## config.mk

```make
export PLATFORM = sky130hd
export DESIGN_NAME = krt_ctrl
export DESIGN_NICKNAME = d
export VERILOG_FILES = /design/src/rtl/krt_pkg.sv /design/src/rtl/krt_ctrl.sv
export SDC_FILE = /design/constraint.sdc
export NUM_CORES = 1
export LEC_CHECK = 0
export ABC_CLOCK_PERIOD_IN_PS = 8039
export BUFFER_PORTS_ARGS = -buffer_cell sky130_fd_sc_hd__buf_4
export CORE_MARGIN = 10
export CORE_UTILIZATION = 40
export CTS_CLUSTER_DIAMETER = 80
export DETAILED_ROUTE_END_ITERATION = 8
export PLACE_DENSITY_LB_ADDON = 0.3
export RECOVER_POWER = 100
export REMOVE_ABC_BUFFERS = 1
export SYNTH_ARGS = -nofsm -noshare
export SYNTH_HDL_FRONTEND = slang
export SYNTH_SLANG_ARGS = --single-unit
```

## constraint.sdc

```tcl
create_clock -name clk -period 8.04 [get_ports clk]
set_input_delay 2.412 -clock clk [delete_from_list [all_inputs] [get_ports clk]]
set_output_delay 2.412 -clock clk [all_outputs]
set_load 0.01 [all_outputs]
```

## src/rtl/krt_pkg.sv

```systemverilog
// Shared request, status and state codes for the keyed record table.
package krt_pkg;

    localparam int KEY_W       = 32;
    localparam int PORT_PAY_W  = 64;
    localparam int PORT_CNT_W  = 9;

    typedef enum logic [1:0] {
        REQ_UPSERT = 2'd0,
        REQ_LOOKUP = 2'd1,
        REQ_DELETE = 2'd2,
        REQ_CLEAN  = 2'd3
    } req_t;

    typedef enum logic [1:0] {
        ST_OK        = 2'd0,
        ST_INVALID   = 2'd1,
        ST_FULL      = 2'd2,
        ST_NOT_FOUND = 2'd3
    } status_t;

    typedef enum logic [1:0] {
        S_IDLE,
        S_SCAN,
        S_FINISH
    } state_t;

    // control part of the search token walking down the cell chain
    typedef struct packed {
        logic valid;
        logic del;   // delete: capture the last live entry
        logic hit;   // key matched in an earlier cell
    } tok_ctl_t;

endpackage

```

## src/rtl/krt_ctrl.sv

```systemverilog
// Request sequencer: launches the search token, applies the update, holds the result.
module krt_ctrl
    import krt_pkg::*;
#(
    parameter int CAPACITY      = 256,
    parameter int PAYLOAD_WIDTH = 64
)
(
    input  logic                              clk,
    input  logic                              rst_n,
    input  logic                              in_valid,
    output logic                              in_stall,
    input  logic [1:0]                        req_type,
    input  logic [KEY_W-1:0]                  entry_key,
    input  logic [PORT_PAY_W-1:0]             entry_payload,
    output logic                              out_valid,
    input  logic                              out_stall,
    output logic [1:0]                        status,
    output logic [PORT_PAY_W-1:0]             found_payload,
    output logic [PORT_CNT_W-1:0]             entry_count,
    output logic                              dirty,
    output logic [$clog2(CAPACITY+1)-1:0]     count,
    output logic [KEY_W-1:0]                  srch_key,
    output tok_ctl_t                          tok_inject,
    input  tok_ctl_t                          tok_end_ctl,
    input  logic [$clog2(CAPACITY)-1:0]       tok_end_idx,
    input  logic [KEY_W-1:0]                  tok_end_key,
    input  logic [PAYLOAD_WIDTH-1:0]          tok_end_pay,
    output logic                              wr_en,
    output logic [$clog2(CAPACITY)-1:0]       wr_idx,
    output logic [KEY_W-1:0]                  wr_key,
    output logic [PAYLOAD_WIDTH-1:0]          wr_pay
);

    localparam int CNT_W = $clog2(CAPACITY+1);
    localparam int IDX_W = $clog2(CAPACITY);
    localparam logic [CNT_W-1:0] CAP_CNT = CNT_W'(CAPACITY);

    state_t                   state_reg, state_next;
    req_t                     req_reg;
    logic [KEY_W-1:0]         key_reg;
    logic [PAYLOAD_WIDTH-1:0] pay_reg;
    logic [CNT_W-1:0]         count_reg, count_next;
    logic                     dirty_reg, dirty_next;
    logic                     inj_reg, inj_next;
    logic                     del_reg;

    // captured token at the end of the chain
    logic                     res_hit_reg;
    logic [IDX_W-1:0]         res_idx_reg;
    logic [KEY_W-1:0]         res_key_reg;
    logic [PAYLOAD_WIDTH-1:0] res_pay_reg;

    logic                     out_valid_reg, out_valid_next;
    status_t                  status_reg, status_next;
    logic [PORT_PAY_W-1:0]    found_reg, found_next;
    logic [PORT_CNT_W-1:0]    ecount_reg, ecount_next;
    logic                     odirty_reg, odirty_next;

    logic accept, needs_scan, out_free, commit;

    assign accept     = in_valid && !in_stall;
    assign needs_scan = (req_t'(req_type) != REQ_CLEAN) && (entry_key != '0);
    assign out_free   = !(out_valid_reg && out_stall);
    assign commit     = (state_reg == S_FINISH) && out_free;

    // next state
    always_comb
    begin
        state_next = state_reg;
        unique case (state_reg)
            S_IDLE:
            begin
                if (accept)
                begin
                    state_next = needs_scan ? S_SCAN : S_FINISH;
                end
            end
            S_SCAN:
            begin
                if (tok_end_ctl.valid)
                begin
                    state_next = S_FINISH;
                end
            end
            S_FINISH:
            begin
                if (out_free)
                begin
                    state_next = S_IDLE;
                end
            end
            default: state_next = S_IDLE;
        endcase
    end

    // update and result
    always_comb
    begin
        count_next     = count_reg;
        dirty_next     = dirty_reg;
        inj_next       = accept && needs_scan;
        status_next    = status_reg;
        found_next     = found_reg;
        ecount_next    = ecount_reg;
        odirty_next    = odirty_reg;
        out_valid_next = out_valid_reg && out_stall;
        wr_en          = 1'b0;
        wr_idx         = res_idx_reg;
        wr_key         = key_reg;
        wr_pay         = pay_reg;

        if (commit)
        begin
            status_next = ST_OK;
            found_next  = '0;
            if (req_reg == REQ_CLEAN)
            begin
                dirty_next = 1'b0;
            end
            else if (key_reg == '0)
            begin
                status_next = ST_INVALID;
            end
            else
            begin
                unique case (req_reg)
                    REQ_UPSERT:
                    begin
                        if (res_hit_reg)
                        begin
                            wr_en      = 1'b1;
                            dirty_next = 1'b1;
                        end
                        else if (count_reg >= CAP_CNT)
                        begin
                            status_next = ST_FULL;
                        end
                        else
                        begin
                            wr_en      = 1'b1;
                            wr_idx     = IDX_W'(count_reg);
                            count_next = count_reg + 1'b1;
                            dirty_next = 1'b1;
                        end
                    end
                    REQ_LOOKUP:
                    begin
                        if (res_hit_reg)
                        begin
                            found_next = PORT_PAY_W'(res_pay_reg);
                        end
                        else
                        begin
                            status_next = ST_NOT_FOUND;
                        end
                    end
                    REQ_DELETE:
                    begin
                        if (res_hit_reg)
                        begin
                            wr_en      = 1'b1;
                            wr_key     = res_key_reg;
                            wr_pay     = res_pay_reg;
                            count_next = count_reg - 1'b1;
                            dirty_next = 1'b1;
                        end
                        else
                        begin
                            status_next = ST_NOT_FOUND;
                        end
                    end
                    default:
                    begin
                        status_next = ST_OK;
                    end
                endcase
            end
            ecount_next    = PORT_CNT_W'(count_next);
            odirty_next    = dirty_next;
            out_valid_next = 1'b1;
        end
    end

    always_ff @(posedge clk or negedge rst_n)
    begin
        if (!rst_n)
        begin
            state_reg     <= S_IDLE;
            count_reg     <= '0;
            dirty_reg     <= 1'b0;
            inj_reg       <= 1'b0;
            out_valid_reg <= 1'b0;
        end
        else
        begin
            state_reg     <= state_next;
            count_reg     <= count_next;
            dirty_reg     <= dirty_next;
            inj_reg       <= inj_next;
            out_valid_reg <= out_valid_next;
        end
    end

    always_ff @(posedge clk)
    begin
        status_reg <= status_next;
        found_reg  <= found_next;
        ecount_reg <= ecount_next;
        odirty_reg <= odirty_next;
        if (accept)
        begin
            req_reg <= req_t'(req_type);
            key_reg <= entry_key;
            pay_reg <= entry_payload[PAYLOAD_WIDTH-1:0];
            del_reg <= (req_t'(req_type) == REQ_DELETE);
        end
        if (accept && !needs_scan)
        begin
            res_hit_reg <= 1'b0;
        end
        else if ((state_reg == S_SCAN) && tok_end_ctl.valid)
        begin
            res_hit_reg <= tok_end_ctl.hit;
            res_idx_reg <= tok_end_idx;
            res_key_reg <= tok_end_key;
            res_pay_reg <= tok_end_pay;
        end
    end

    assign in_stall      = (state_reg != S_IDLE);
    assign out_valid     = out_valid_reg;
    assign status        = status_reg;
    assign found_payload = found_reg;
    assign entry_count   = ecount_reg;
    assign dirty         = odirty_reg;
    assign count         = count_reg;
    assign srch_key      = key_reg;

    always_comb
    begin
        tok_inject       = '0;
        tok_inject.valid = inj_reg;
        tok_inject.del   = del_reg;
    end

endmodule

```

==> metrics.md, run 1 <==
| Metric | Value |
|---|---|
| Run status | finished with violations |
| Failing checks | capacitance limit, slew limit |
| TritonRoute pass-1 iters | 5 |
| Fin. Hold Viols | 0 |
| Initial antenna violation count | 6 |
| Reported max-cap violation count | 6 |
| Hold path start | state_reg[1]$_DFFE_PN0P_ |
| Clk_lat worst skew | 0.56 ns |
| Hold endpoint | state_reg[0]$_DFFE_PN0P_ |
| Vias per cell | 4.871 |
| Core area | 28860 µm² |
| CP max-delay cell | clkbuf_1 |
| Worst reg2reg path depth | 3 |
| Dpl cell area | 15390 µm² |
| GRT Overall Usage | 18.15% |
| Clock tree buffer depth | 3 |
| Cell area after synthesis | 11770 µm² |
| Setup TNS | 0 ns |
| Fin area | 15460 µm² |
| Crit-path most repeated cell | clkbuf_1 |
| Placer Congestion | 0.8364 |
| Share of the synthesized area in the top cell type | 71.18% |
| Ranking of synthesized cells by area | edfxtp_1, mux2_2, mux2_4 |
| Fin crit share | 89.11% |
| # rows | 62 |
| Power Density | 284.0 nW/µm² |
| Setup violations, final | 0 |
| Vias in the first global route | 7848 |
| Fmax | 0.1396 GHz |
| Final net count | 1321 |
| Area leader, netlist | edfxtp_1 |
| Sequential element share of the synthesized area | 74.33% |
| CP startpoint kind | primary input |
| Seq cells post-synth | 294 |
| Final worst slack | 0.8756 ns |
| Post-synth ARST share | 4.762% |
| Cts bufs inserted | 31 |
| Worst path cell trace | clkbuf_1, nand2_1, nor3b_1, a21boi_4, nand3_4, clkbuf_1, mux2_1, buf_4 |
| CP Class | primary input to primary output |
| Drt wl/cell | 23.10 µm |
| Pre-CTS setup slack | 0.9662 ns |
| DRT Wirelength | 35110 µm |
| Count of cell types in the netlist | 60 |
| CTS tree | yes |
| Hold path cells | 1 |
| Layout cells sized above 1 | 31.06% |
| Chip width | 191.5 µm |
| Clock transition at path regs | 0.06 ns |
| Post-route ant nets | 0 |
| Synth warnings | 0 |
| Mapped Cells | 669 |
| Worst slew margin | -158.2% |
| Critical Path Fanout Max | 28 |
| Global-route wire length before repair | 50390 µm |
| Arrival @ worst endpoint | 4.75 ns |
| Fin. max-slew vios | 304 |
| Min-delay worst type | register to register |
| Max incr delay on CP | 0.45 ns |
| Buffers on Ports | 433 |
| CP Capture Type | primary output |
| RR Startpoint | state_reg[0]$_DFFE_PN0P_ |
| Post-Layout Cell Count | 1520 |
| Top cell family by delay on the critical path | simple AND/OR/NAND/NOR gates |
| Clock Skews | 0.01857 ns |
| Count leader, synth | edfxtp_1 |
| Vias | 7404 |
| Die Ht | 191.5 µm |
| Tmin final | 7.164 ns |
| RSZ-0062 raised after global routing | no |
| Reg-to-Reg End | found_payload[59]$_SDFFCE_PP0P_ |
| Worst EP required | 5.63 ns |
| Placed cells | 1457 |
| Post-CTS Resized | 0 |
| Initial core utilization | 40.79% |
| Leakage | 0.005568 µW |
| Initial drt markers | 370 |
| Post-synth EDFFs | 279 |
| R2R setup slack | 2.93 ns |
| Die Footprint | 36690 µm² |
| Detailed placer's ending HPWL | 25760 µm |
| Gr ovfl total | 0 |
| Root Buffer | clkbuf_16 |
| Crit path buf inv count | 3 |
| Slew @ Worst Pin | 3.873 ns |
| DRC Markers | 0 |
| Top_reg_cell synth | edfxtp_1 |
| Hold buffer count at cts | 0 |
| Area grow syn2layout | 31.39% |
| H-tree level count | 1 |
| I/O pins | 436 |
| Worst vdd ir | 200.1 µV |
| Post-CTS setup repair buffer count | 0 |
| Syn Area/Cell | 17.59 µm² |
| Post-synth top cells | edfxtp_1, and2_1, mux2_2 |
| Num Clock Sinks | 294 |
| Pin count of the biggest net entering global routing | 65 |
## cell usage in the layout (no fill, tap or decap), types with 17 or more instances in the layout
cell type,n
buf_4,48
nand2_1,21
mux2_1,46
and2_0,38
clkbuf_1,209
clkbuf_16,31
nor4_1,17
clkbuf_4,184
and2_1,26
mux2_2,58
edfxtp_1,279
## per-layer routing
metal	global-route usage [%]	share of wire, %	vias up
li1	-	-	3456
met3	5.503	7.6	52
met5	0	0.037	-
met4	5.439	2.6	2
met2	31.96	52	280
met1	20.79	38	3614
## area by class of cell
class | instances | area (µm²)
clock inverters | 23 | 215.2
fillers | 2580 | 13390
flip-flops and latches | 294 | 8748
multi-input cells | 325 | 2623
inverters | 13 | 51.30
well taps | 384 | 480.5
diodes | 6 | 15.01
repair buffers | 441 | 2545
clock buffers | 34 | 787.0
## worst max-delay path by stage
stage                         start         end  slack, ns  depth (start not counted)
after floorplan           out_stall  wr_key[10]       0.22                          5
after global placement    out_stall  wr_key[10]       0.99                          8
after detailed placement  out_stall  wr_pay[59]       0.97                          8
after CTS                 out_stall  wr_pay[59]       0.95                          8
after global routing      out_stall   wr_pay[5]       0.64                          8
final                     out_stall   wr_pay[5]       0.88                          8
## cell families (layout without fill, tap and decap cells)
kind of cell / Yosys count / in the layout / share of synthesized area (%)
AOI/OAI and AO/OA: 64 / 64 / 3.987
xor gates and xnor gates: 2 / 2 / 0.1489
adders and majority gates: 6 / 6 / 0.6378
buffers and inverters: 50 / 511 / 2.211
DFF: 294 / 294 / 74.33
muxes: 106 / 106 / 11.27
other: 1 / 7 / 0.03186
and+or+nand+nor: 146 / 146 / 7.388
## through the flow
| stage | hold slack [ns] | total power, µW | util, % |
|---|---|---|---|
| global placement | 0.5087 | 3168 | 53.32 |
| finish | 0.5321 | 4393 | 53.59 |
| CTS | 0.5331 | 4604 | 56.79 |
| detailed placement | 0.5130 | 3184 | 53.32 |
| global route | 0.5567 | 4604 | 53.58 |
| floorplan | 0.4817 | 2613 | - |
## report_power, final
part / internal, µW / switching (µW) / total [µW]
combinational: 306 / 518 / 824
sequential: 2020 / 142 / 2160
clock: 829 / 582 / 1410
total: 3150 / 1240 / 4390
Note: power is estimated with default switching activity, not from simulation.
==> inputs of run 2 (changes only) <==
- RECOVER_POWER: 100 -> 25
- REMOVE_ABC_BUFFERS: 1 -> default
==> run 2 against run 1 <==
The run now ends clean. Routed wire length rose by 2.9%. Via count rose by 1.7%. Register-to-register slack improved by 2.3 ns. Non-clock buffer count rose by 3. Combinational power rose by 21%. Die area did not move. Cell count did not move. Clock skew fell by 0.0023 ns. Fmax rose by 2.0%. Final area rose by 6.1%. Critical path depth rose by 1.
==> metrics.md, run 2 (same netlist as run 1, synthesis figures left out) <==
| Metric | Value |
|---|---|
| Run status | finished clean |
| CP startpoint kind | primary input |
| Vias in the first global route | 7974 |
| RSZ-0062 raised after global routing | no |
| Arrival @ worst endpoint | 4.61 ns |
| CP Capture Type | primary output |
| Placer Congestion | 0.8292 |
| Worst reg2reg path depth | 6 |
| H-tree level count | 1 |
| DRT Wirelength | 36140 µm |
| Worst EP required | 5.63 ns |
| Drt wl/cell | 23.78 µm |
| Final net count | 1324 |
| Chip width | 191.5 µm |
| Global-route wire length before repair | 51420 µm |
| I/O pins | 436 |
| Cts bufs inserted | 31 |
| Gr ovfl total | 0 |
| Die Footprint | 36690 µm² |
| Reg-to-Reg End | found_payload[22]$_SDFFCE_PP0P_ |
| Net Count, Synth | 884 |
| Area grow syn2layout | 39.41% |
| CTS tree | yes |
| TritonRoute pass-1 iters | 5 |
| Hold path start | state_reg[1]$_DFFE_PN0P_ |
| Hold buffer count at cts | 0 |
| Worst vdd ir | 187.1 µV |
| CP Class | primary input to primary output |
| Fmax | 0.1423 GHz |
| Fin crit share | 87.39% |
| Worst slew margin | 30.50% |
| Pin count of the biggest net entering global routing | 73 |
| Hold endpoint | state_reg[0]$_DFFE_PN0P_ |
| Post-CTS Resized | 0 |
| GRT Overall Usage | 18.79% |
| Setup violations, final | 0 |
| Clock transition at path regs | 0.06 ns |
| Vias per cell | 4.955 |
| Leakage | 0.006565 µW |
| Fin. Hold Viols | 0 |
| R2R setup slack | 5.21 ns |
| Power Density | 277.5 nW/µm² |
| Fillers | 2335 |
| Reported max-cap violation count | 0 |
| Initial antenna violation count | 2 |
| Vias | 7532 |
| Most common cell after layout, fill and taps aside | edfxtp_1 |
| Post-route ant nets | 0 |
| Layout cells sized above 1 | 52.96% |
| Hold path cells | 1 |
| Clk_lat worst skew | 0.56 ns |
| Slew @ Worst Pin | 1.042 ns |
| Fin. max-slew vios | 0 |
| Tmin final | 7.026 ns |
| Initial core utilization | 40.79% |
| Num Clock Sinks | 294 |
| Root Buffer | clkbuf_16 |
| Die Ht | 191.5 µm |
| # rows | 62 |
| Placed cells | 1460 |
| Post-Layout Cell Count | 1520 |
| Setup TNS | 0 ns |
| Core area | 28860 µm² |
| Min-delay worst type | register to register |
| DRC Markers | 0 |
| Most frequent cells in the layout | edfxtp_1, buf_4, clkbuf_4 |
| Detailed placer's ending HPWL | 27100 µm |
| Clock Skews | 0.01631 ns |
| Post-CTS setup repair buffer count | 0 |
| RR Startpoint | srch_key[7]$_DFFE_PP_ |
| Buffers on Ports | 433 |
| Clock tree buffer depth | 3 |
| Critical Path Fanout Max | 30 |
| Overall power | 4554 µW |
| Initial drt markers | 519 |
run 2: area by class of cell:
cell class / instances / area [µm²] / area share [%]
Multi-Input combinational cell: 325 / 2781 / 16.95
Antenna cell: 3 / 7.507 / 0.04575
Inverter: 13 / 53.80 / 0.3279
Tap cell: 384 / 480.5 / 2.928
Sequential cell: 294 / 8748 / 53.32
Clock inverter: 21 / 210.2 / 1.281
Clock buffer: 36 / 794.5 / 4.842
Timing Repair Buffer: 444 / 3332 / 20.31
run 2: worst max path at each step:
stage	startpoint	end	cells after the start
floorplan	out_stall	dirty_reg$_DFFE_PN0P_	3
global placement	out_stall	wr_pay[1]	9
detailed placement	out_stall	wr_pay[1]	9
CTS	out_stall	wr_pay[1]	9
global route	out_stall	wr_pay[1]	9
finish	out_stall	wr_pay[1]	9
run 2: metal layers:
metal	part of all wire, %	vias up	global-route usage, %	routed length, µm
met5	0	-	0	0
met4	2.7	0	5.889	969
li1	-	3465	-	-
met3	10	51	6.997	3644
met2	52	334	33.39	18960
met1	35	3682	20.32	12560
run 2: worst max-delay path, cell delays in order:
cell	delay, ns
buf_4	0.12
nand2_1	0.09
nor3b_2	0.23
a21boi_4	0.39
nand3_4	0.32
buf_12	0.33
buf_4	0.19
mux2_2	0.32
buf_4	0.17
run 2: stage by stage:
step	instance area [µm²]	worst slack [ns]	utilization, %	hold slack [ns]
2_1_floorplan	11770	1.394	-	0.4817
3_3_place_gp	15420	0.9827	53.44	0.5041
3_5_place_dp	15420	1.015	53.44	0.5066
4_1_cts	16430	0.9948	56.92	0.5278
5_1_grt	16410	0.8640	56.85	0.5607
6_report	16410	1.014	56.86	0.5283
run 2: power breakdown:
part	switching (µW)	total [µW]	internal, µW
Sequential	147	2140	2000
Clock	579	1410	833
Combinational	535	999	464
Total	1260	4550	3290
==> inputs of run 3 (changes only) <==
- CORE_MARGIN: 10 -> 2
- PLACE_DENSITY: default -> 0.67
- PLACE_DENSITY_LB_ADDON: 0.3 -> default
==> run 3 against run 2 <==
Combinational power down 2.6%. Sequential share of layout area up 0.090 points. Sequential power about the same. Non-clock buffer count is 4 lower. Hold slack better by 0.0080 ns. Worst setup slack better by 0.35 ns. Die area decreased by 16%. Cell count decreased by 0.33%. Fmax is 5.3% higher. Clock power grew 4%. Global-route usage is 1.1 points higher. Clock-buffer cell count grew 2. Critical endpoint is now wr_key[29]. Largest cell class unchanged. Highest routed layer is now met5.
==> metrics.md, run 3 (same netlist as run 1, synthesis figures left out) <==
| Metric | Value |
|---|---|
| Run status | finished clean |
| Slew @ Worst Pin | 0.9041 ns |
| Root Buffer | clkbuf_16 |
| CP startpoint kind | primary input |
| Detailed placer's ending HPWL | 22720 µm |
| Worst EP required | 5.63 ns |
| CTS tree | yes |
| R2R setup slack | 5.26 ns |
| CP Capture Type | primary output |
| Reg-to-Reg End | found_payload[7]$_SDFFCE_PP0P_ |
| GRT Overall Usage | 19.87% |
| Power Density | 280.1 nW/µm² |
| Min-delay worst type | register to register |
| Vias | 7455 |
| Hold path start | dirty_reg$_DFFE_PN0P_ |
| Cts bufs inserted | 31 |
| Worst path cell trace | buf_4, nand2_1, nor3b_2, a21boi_4, nand3_4, buf_4, mux2_1, buf_4 |
| Gr ovfl total | 0 |
| # rows | 62 |
| Fin. Hold Viols | 0 |
| Buffers on Ports | 433 |
| Critical Path Fanout Max | 33 |
| Post-CTS setup repair buffer count | 0 |
| Chip width | 175.5 µm |
| Vias in the first global route | 7478 |
| Fin. max-slew vios | 0 |
| CP max-delay cell | mux2_1 |
| Placer Congestion | 0.8362 |
| Arrival @ worst endpoint | 4.26 ns |
| Fillers | 2375 |
| Post-route ant nets | 0 |
| Initial antenna violation count | 2 |
| Net Count, Synth | 884 |
| Clock tree buffer depth | 3 |
| Crit path buf inv count | 3 |
| Worst reg2reg path depth | 6 |
| Core area | 28860 µm² |
| Crit-path most repeated cell | buf_4 |
| Vias per cell | 4.921 |
| Crit path to | wr_key[29] |
| I/O pins | 436 |
| Worst slew margin | 39.73% |
| Area grow syn2layout | 39.17% |
| H-tree level count | 1 |
| RSZ-0062 raised after global routing | no |
| Clock Skews | 0.02108 ns |
| Placed cells | 1456 |
| Top cell family by delay on the critical path | buffers and inverters |
| Post-CTS Resized | 0 |
| Tmin final | 6.672 ns |
| Clock transition at path regs | 0.06 ns |
| RR Startpoint | srch_key[21]$_DFFE_PP_ |
| Post-Layout Cell Count | 1515 |
| Initial core utilization | 40.79% |
| Clk_lat worst skew | 0.57 ns |
| Global-route wire length before repair | 46100 µm |
| Most frequent cells in the layout | edfxtp_1, buf_4, clkbuf_4 |
| Die Ht | 175.5 µm |
| Drt wl/cell | 21.14 µm |
| Hold buffer count at cts | 0 |
| Initial drt markers | 573 |
| Setup violations, final | 0 |
| Pin count of the biggest net entering global routing | 64 |
| Worst vdd ir | 168.4 µV |
| Num Clock Sinks | 294 |
| Most common cell after layout, fill and taps aside | edfxtp_1 |
| Layout cells sized above 1 | 52.21% |
| TritonRoute pass-1 iters | 4 |
| Fmax | 0.1499 GHz |
| Reported max-cap violation count | 0 |
| Max incr delay on CP | 0.40 ns |
| Hold Slack | 0.5363 ns |
| Fin crit share | 82.98% |
| Setup TNS | 0 ns |
| Die Footprint | 30810 µm² |
| Crit path depth | 8 |
| Final net count | 1320 |
| DRT Wirelength | 32020 µm |
| Leakage | 0.006551 µW |
| DRC Markers | 0 |
| Crit path launch | out_stall |
| CP Class | primary input to primary output |
[run 3: layout make-up]
cell class	count	area (µm²)	area share [%]
clock inverter	20	241.5	1.474
antenna	1	2.502	0.01528
clock buffer	38	802.0	4.896
sequential	294	8748	53.41
tap	384	480.5	2.933
multi-input combinational	325	2781	16.98
timing repair buffer	440	3271	19.97
inverter	13	53.80	0.3284
[run 3: worst reg2reg max path, cell delays in order, from the launching register on]
cell and delay [ns]:
edfxtp_1 0.45, nor4_1 0.39, and4_1 0.52, a21oi_2 0.22, and3_2 0.35, buf_4 0.31
and2_1 0.30
[run 3: through the flow]
stage / cell area (µm²) / util (%) / setup slack (ns) / power (µW)
after floorplan: 11770 / - / 1.394 / 2634
after global placement: 15380 / 53.30 / 1.396 / 3155
after detailed placement: 15380 / 53.30 / 1.390 / 3169
after CTS: 16420 / 56.91 / 1.377 / 4636
after global routing: 16380 / 56.76 / 1.275 / 4771
final: 16380 / 56.76 / 1.368 / 4587
[run 3: worst min path at each step]
stage                                           end  slack [ns]  cells after the start
detailed placement         state_reg[0]$_DFFE_PN0P_        0.52                      1
global route        found_payload[59]$_SDFFCE_PP0P_        0.56                      1
finish                        dirty_reg$_DFFE_PN0P_        0.54                      2
CTS                        state_reg[0]$_DFFE_PN0P_        0.53                      1
floorplan                  state_reg[0]$_DFFE_PN0P_        0.48                      1
global placement           state_reg[0]$_DFFE_PN0P_        0.50                      1
[run 3: layer usage]
metal	vias to the layer above	GRT usage, %	routed length [µm]	part of all wire [%]
li1	3448	-	-	-
met1	3657	24.71	12480	39
met2	290	34.02	16160	50
met3	58	5.130	2297	7.2
met4	2	6.336	1069	3.3
met5	-	0	13	0.041
[run 3: where the power goes]
| group | leakage (µW) | internal [µW] | switching (µW) |
|---|---|---|---|
| registers | 0.00279 | 1990 | 151 |
| clock network | 0.000514 | 872 | 597 |
| logic | 0.00325 | 463 | 510 |
